--- config.mk ---
export PLATFORM = sky130hd
export DESIGN_NAME = zsc_ram
export DESIGN_NICKNAME = d
export VERILOG_FILES = /design/src/hdl/zsc_ram.sv
export SDC_FILE = /design/constraint.sdc
export NUM_CORES = 1
export LEC_CHECK = 0
export ABC_AREA = 1
export BUFFER_PORTS_ARGS = -buffer_cell sky130_fd_sc_hd__buf_2
export CORE_ASPECT_RATIO = 2
export CORE_UTILIZATION = 45
export CTS_CLUSTER_SIZE = 24
export DETAILED_ROUTE_END_ITERATION = 10
export GPL_TIMING_DRIVEN = 0
export MAX_ROUTING_LAYER = met4
export PLACE_DENSITY = 0.66
export SKIP_LAST_GASP = 1
export SLEW_MARGIN = 10
export SYNTH_ARGS = -nofsm -noshare
export SYNTH_HDL_FRONTEND = slang
export SYNTH_SLANG_ARGS = --single-unit
--- constraint.sdc ---
create_clock -name clk -period 2 [get_ports clk]
set_input_delay 0.2 -clock clk [delete_from_list [all_inputs] [get_ports clk]]
set_output_delay 0.2 -clock clk [all_outputs]
set_load 0.05 [all_outputs]
--- src/hdl/zsc_ram.sv ---
module zsc_ram #(
    parameter int WIDTH = 8,
    parameter int DEPTH = 16
) (
    input  logic                     clk,
    input  logic                     we,
    input  logic [$clog2(DEPTH)-1:0] addr,
    input  logic [WIDTH-1:0]         wdata,
    output logic [WIDTH-1:0]         rdata
);

    logic [WIDTH-1:0] mem [DEPTH];

    always_ff @(posedge clk)
    begin
        if (we)
        begin
            mem[addr] <= wdata;
        end
        rdata <= mem[addr];
    end

endmodule

==> results of run 1 <==
## power by group through the flow
stage | clock, mW | sequential [mW] | combinational, mW
2_1_floorplan | 0 | 3.33 | 0.220
3_3_place_gp | 0 | 3.26 | 0.452
3_5_place_dp | 0 | 3.26 | 0.459
4_1_cts | 3.02 | 3.20 | 0.461
5_1_grt | 3.15 | 3.21 | 0.508
6_report | 3.00 | 3.20 | 0.459
## area by class of cell
type | count | area (µm²) | area share, %
plain buffers | 21 | 116 | 1.80
multi-input cells | 368 | 1390 | 21.5
repair buffers | 20 | 100 | 1.55
inverters | 23 | 86.3 | 1.34
flip-flops and latches | 136 | 4000 | 62.0
clock inverters | 15 | 153 | 2.36
well taps | 147 | 184 | 2.85
clock buffers | 17 | 425 | 6.59
## synthesized netlist by cell type
| library cell | instances |
|---|---|
| inv_2 | 1 |
| nand3_1 | 4 |
| buf_4 | 6 |
| buf_2 | 12 |
| clkbuf_1 | 3 |
| clkinv_1 | 1 |
| nor2_1 | 18 |
| edfxtp_1 | 128 |
| dfxtp_1 | 8 |
| inv_1 | 21 |
| nand2_1 | 346 |
## state kept, by name, summed over array words and instances, names as in the netlist
name,cells
mem,128
rdata,8
## metal layers
layer	global-route usage [%]	wire (µm)	vias up
li1	-	-	1831
met5	-	0	-
met3	4.46	446	26
met2	38.8	7120	110
met4	11.9	513	0
met1	23.0	4620	1721
## final timing paths
check	startpoint	to	slack (ps)	depth (start not counted)
worst max-delay path	addr[0]	mem[8][7]$_DFFE_PP_	350	6
worst min-delay path	wdata[4]	mem[2][4]$_DFFE_PP_	220	1
worst max register to register	mem[2][6]$_DFFE_PP_	rdata[6]$_DFF_P_	980	8
worst min register to register	mem[11][0]$_DFFE_PP_	rdata[0]$_DFF_P_	720	8
## worst max-delay path, stage by stage
cell	delay (ps)
buf_2	120
inv_2	50
buf_4	170
buf_2	230
nand3_1	260
nor2_1	640
## cell families (layout without fill, tap and decap cells)
family        Yosys count  in the layout  share of synthesized area (%)
buf+inv                44             96                           3.62
flops                 136            136                           71.6
simple gates          368            368                           24.8
## placed cells by master, fill, tap and decap left out, types with 2 or more instances in the layout
cell type   count
clkbuf_16      17
buf_2          32
nor2_1         18
clkbuf_1        3
dfxtp_1         8
clkinv_1        2
inv_1          21
clkinv_4        3
bufinv_16       2
edfxtp_1      128
nand2_1       346
clkinvlp_4      4
buf_4           6
inv_6           2
nand3_1         4
clkinv_2        3
==> qor.yml, run 1 <==
outcome: "complete, no violations"
root_buffer: "clkbuf_16"
yosys_warnings: 0
min_period_over_period_pct: 82.3
critPathMaxFanout: 10
grt_usage_pct: 22.4
tritoncts: "done"
internal_power_mw: 5.13
synth_area_per_cell_um2: 10.2
fin_util_pct: 53.2
end_kind: "flip-flop"
port_buffers: 20
grt_pass1_wl_mm: 19.4
critPathLaunchType: "input port"
yosysSeqAreaShare_pct: 71.6
yosysUniqueCellTypes: 11
wl_mm: 12.7
drtAntennaViolNets: 0
routedWlPerCell_um: 17.0
synthCells: 548
fp.dieW_um: 80.8
pre_cts_ws_ps: -78.7
p_sw_mw: 1.54
irDropWorstVdd_mv: 0.713
stdcell_count: 747
ys_ff_latch: 136
finalSetupTns_ps: 0
worst_pin_slew_ps: 741
grt_pass1_vias: 3628
num_rows: 57
rsz0062_at_grt: "no"
switching_share_pct: 23.1
fin_hold_ws_ps: 223
antenna_found_initial: 0
drtIter0Drc: 180
crit_arrival_ps: 1690
fillerInstances: 1090
place.gp.congestion: 0.963
gr-total-overflow: 0
placed_area_um2: 5880
min_period_ps: 1650
final_cell_area_um2: 6450
dieHeight_um: 160
required_ps: 2040
clock_latency_ps: 410
fmax_mhz: 607
h-tree-depth: 4
synth_fp_nets: 562
post_cts_buffers: 0
finalHoldViolations: 0
critPathKind: "in2reg"
path_clk_slew_ps: 60
clockPowerShare_pct: 45.1
fin_nets: 601
seq_power_share_pct: 48.1
diodes: 0
p_comb_share_pct: 6.9
ioPinCount: 22
synth.top_cell.area_share_pct: 68.7
synth_area_leaders: "edfxtp_1, nand2_1, dfxtp_1"
relSlewSlack_pct: 50.4
viasPerCell: 4.94
setup_viol: 0
netlist_area_um2: 5590
finClkSkew_ps: 9.52
synth_top_area_cell: "edfxtp_1"
drcViolationCount: 0
holdBufCountCts: 0
place_hpwl_mm: 8.75
post_cts_resized: 0
max_cap_violations: 0
p_total_mw: 6.66
hold_path_class: "in2reg"
syn_to_final_growth_pct: 15.4
grt_max_degree: 17
dr.pass1.iters: 5
initial_core_util_pct: 46.1
clk_path_buf_depth: 2
leakage_nw: 2.78
numCtsBuffers: 17
cts.sinks: 136
drive_above_1_share_pct: 11.7
dpl.cell_count: 715
powerDensity_nw_per_um2: 1030
slew_violations: 0
die-area_um2: 12900
setup_slack_ps: 354
num_vias: 3688
coreArea_um2: 12100
No activity file was read; power rests on OpenSTA's default activity.
==> run 2, diff against run 1 <==
ABC_AREA = 0   (was 1)
PLACE_DENSITY = 0.69   (was 0.66)
clock period = 1.5 ns   (was 2 ns; I/O delays follow)
==> run 2 against run 1 <==
Compared with the run above:
- sequential power is 33% higher
- via count down 35%
- critical path depth is 2 lower
- worst setup slack worse by 300 ps
- non-clock buffer count is 11 lower
- wire length decreased by 21%
- sequential share of layout area is 4.5 points higher
==> qor.yml, run 2 <==
outcome: "complete, no violations"
holdBufCountCts: 0  # unchanged
powerDensity_nw_per_um2: 1520  # +47%
dr.pass1.iters: 4  # -1
viasPerCell: 5.67  # +15%
required_ps: 1550  # -490 ps
relSlewSlack_pct: 46.2  # -4.2 points
num_rows: 54  # -5.3%
ys_ff_latch: 136  # unchanged
largest_register_ffs: 128  # unchanged
fin_hold_ws_ps: 143  # -79.9 ps
ys.flop_type: "edfxtp_1"
setup_viol: 0  # unchanged
min_period_over_period_pct: 96.2
timing.rr.start: "mem[10][4]$_DFFE_PP_"
placed_area_um2: 5350  # -8.9%
coreArea_um2: 10900  # -9.7%
irDropWorstVdd_mv: 0.941  # +32%
multi_input_area_um2: 1050  # -24%
routedWlPerCell_um: 23.9  # +40%
crit_chain: "buf_2, clkbuf_2, nand2_1, nor2_2"
yosysSeqAreaShare_pct: 79.0  # +7.4 points
drtAntennaViolNets: 0  # unchanged
crit_start: "addr[1]"
synth_fp_nets: 244  # -57%
grt_pass1_wl_mm: 15.1  # -22%
finalSetupTns_ps: 0  # unchanged
finClkSkew_ps: 8.67  # -0.851 ps
clock_latency_ps: 420  # about the same
internal_power_mw: 7.20  # +40%
slowest_delay_ps: 490  # -150 ps
switching_share_pct: 21.2  # -1.9 points
crit_arrival_ps: 1490  # -200 ps
yosys-top-cells-count: "edfxtp_1, mux4_2, a22oi_1"
leakage_nw: 1.94  # -30%
ioPinCount: 22  # unchanged
synth_edf_count: 128  # unchanged
dieHeight_um: 152  # -4.8%
die-area_um2: 11700  # -9.2%
hold_path_class: "in2reg"
synth_top_area_cell: "edfxtp_1"
critPathKind: "in2reg"
drive_above_1_share_pct: 37.4  # +26 points
fmax_mhz: 693
yosysUniqueCellTypes: 18  # +7
slowest_stage: "nor2_2"
async_flop_share_pct: 0  # unchanged
tritoncts: "done"
synth_area_leaders: "edfxtp_1, mux4_2, dfxtp_1"
gr-total-overflow: 0  # unchanged
grt_pass1_vias: 2460  # -32%
slew_violations: 0  # unchanged
drcViolationCount: 0  # unchanged
clockPowerShare_pct: 47.9  # +2.8 points
antenna_found_initial: 0  # unchanged
post_cts_resized: 6  # +6
drtIter0Drc: 162  # -10%
synth_area_per_cell_um2: 22.0  # +120%
fillerInstances: 847  # -22%
fp.dieW_um: 77.0  # -4.7%
place_hpwl_mm: 6.54  # -25%
grt_usage_pct: 19.8  # -2.7 points
h-tree-depth: 4  # unchanged
rsz0062_at_grt: "yes"
fin_util_pct: 55.0  # +1.7 points
clk_path_buf_depth: 2  # unchanged
port_buffers: 19  # -5.0%
final_common_cell: "edfxtp_1"
p_sw_mw: 1.93  # +26%
cts.sinks: 136  # unchanged
yosys_warnings: 0  # unchanged
numCtsBuffers: 17  # unchanged
path_clk_slew_ps: 60  # about the same
worst_pin_slew_ps: 802  # +60.8 ps
fin_nets: 282  # -53%
num_vias: 2386  # -35%
layout_common_cells: "edfxtp_1, mux4_2, buf_2"
root_buffer: "clkbuf_16"
syn_to_final_growth_pct: 18.7
regMostFlops: "mem"
top_regs: "mem: 128 flops, rdata: 8 flops"
synth.most_common_cell: "edfxtp_1"
ff_latch_area_um2: 4000  # unchanged
critPathLaunchType: "input port"
end_kind: "flip-flop"
p_comb_share_pct: 5.4  # -1.5 points
max_cap_violations: 0  # unchanged
wl_mm: 10.0  # -21%
post_cts_buffers: 0  # unchanged
critPathMaxFanout: 10  # unchanged
p_total_mw: 9.14  # +37%
place.gp.congestion: 0.890  # -7.6%
initial_core_util_pct: 46.3  # +0.17 points
final_cell_area_um2: 6020  # -6.8%
netlist_area_um2: 5070  # -9.4%
seq_power_share_pct: 46.7  # -1.4 points
synth.top_cell.area_share_pct: 75.9  # +7.1 points
diodes: 0  # unchanged
min_period_ps: 1440
synthCells: 230  # -58%
grt_max_degree: 17  # unchanged
finalHoldViolations: 0  # unchanged
hp-start: "wdata[3]"
[run 2: cell types whose count changed in the layout (fill, tap and decap cells not counted), moves of 4 or more]
cell,previous run,this run
nand2_1,346,9
mux4_2,0,32
inv_1,21,0
nor2_1,18,1
a22oi_1,0,16
nor2_2,0,12
buf_2,32,21
buf_4,6,0
nor3_2,0,4
[run 2: critical path: cells and delay by family]
| family | cells | cell delay (ps) |
|---|---|---|
| buffers and inverters | 2 | 600 |
| AND/OR/NAND/NOR | 2 | 730 |
[run 2: power groups by stage]
| stage | clock network, mW | logic, mW | registers [mW] |
|---|---|---|---|
| 2_1_floorplan | 0 | 0.221 | 4.44 |
| 3_3_place_gp | 0 | 0.483 | 4.34 |
| 3_5_place_dp | 0 | 0.495 | 4.35 |
| 4_1_cts | 4.41 | 0.499 | 4.27 |
| 5_1_grt | 4.58 | 0.527 | 4.28 |
| 6_report | 4.37 | 0.498 | 4.27 |
[run 2: stage by stage]
| step | instances | setup WS (ps) |
|---|---|---|
| after global placement | 389 | -669 |
| after floorplan | 230 | -88.1 |
| after detailed placement | 389 | -693 |
| after CTS | 421 | -266 |
| after global routing | 421 | -8.87 |
| final | 421 | 57.3 |
[run 2: metal layers]
layer | up-vias | share of wire, % | global-route usage (%)
met5 | - | 0 | -
met4 | 0 | 2.2 | 8.45
met3 | 16 | 5.2 | 5.53
met2 | 84 | 56 | 33.4
met1 | 1249 | 37 | 21.6
li1 | 1037 | - | -
[run 2: kinds of logic (layout without fill, tap and decap cells)]
| group | Yosys count | in the layout | share of synthesized area (%) |
|---|---|---|---|
| muxes | 32 | 32 | 14.2 |
| buffers and inverters | 11 | 62 | 1.19 |
| and+or+nand+nor | 35 | 35 | 3.21 |
| DFF | 136 | 136 | 79.0 |
| AOI/OAI and AO/OA | 16 | 16 | 2.37 |
[run 2: final cells by class]
| type | count | share of cell area, % |
|---|---|---|
| Tap cell | 140 | 2.91 |
| Clock inverter | 14 | 3.29 |
| Buffer | 11 | 1.02 |
| Multi-Input combinational cell | 83 | 17.5 |
| Timing Repair Buffer | 19 | 1.58 |
| Clock buffer | 18 | 7.13 |
| Sequential cell | 136 | 66.6 |
[run 2: final timing paths]
path | endpoint | slack, ps | cells after the start
worst max-delay path | mem[15][4]$_DFFE_PP_ | 60 | 4
worst min-delay path | mem[12][3]$_DFFE_PP_ | 140 | 1
worst min register to register | rdata[0]$_DFF_P_ | 690 | 3
worst max register to register | rdata[4]$_DFF_P_ | 60 | 3
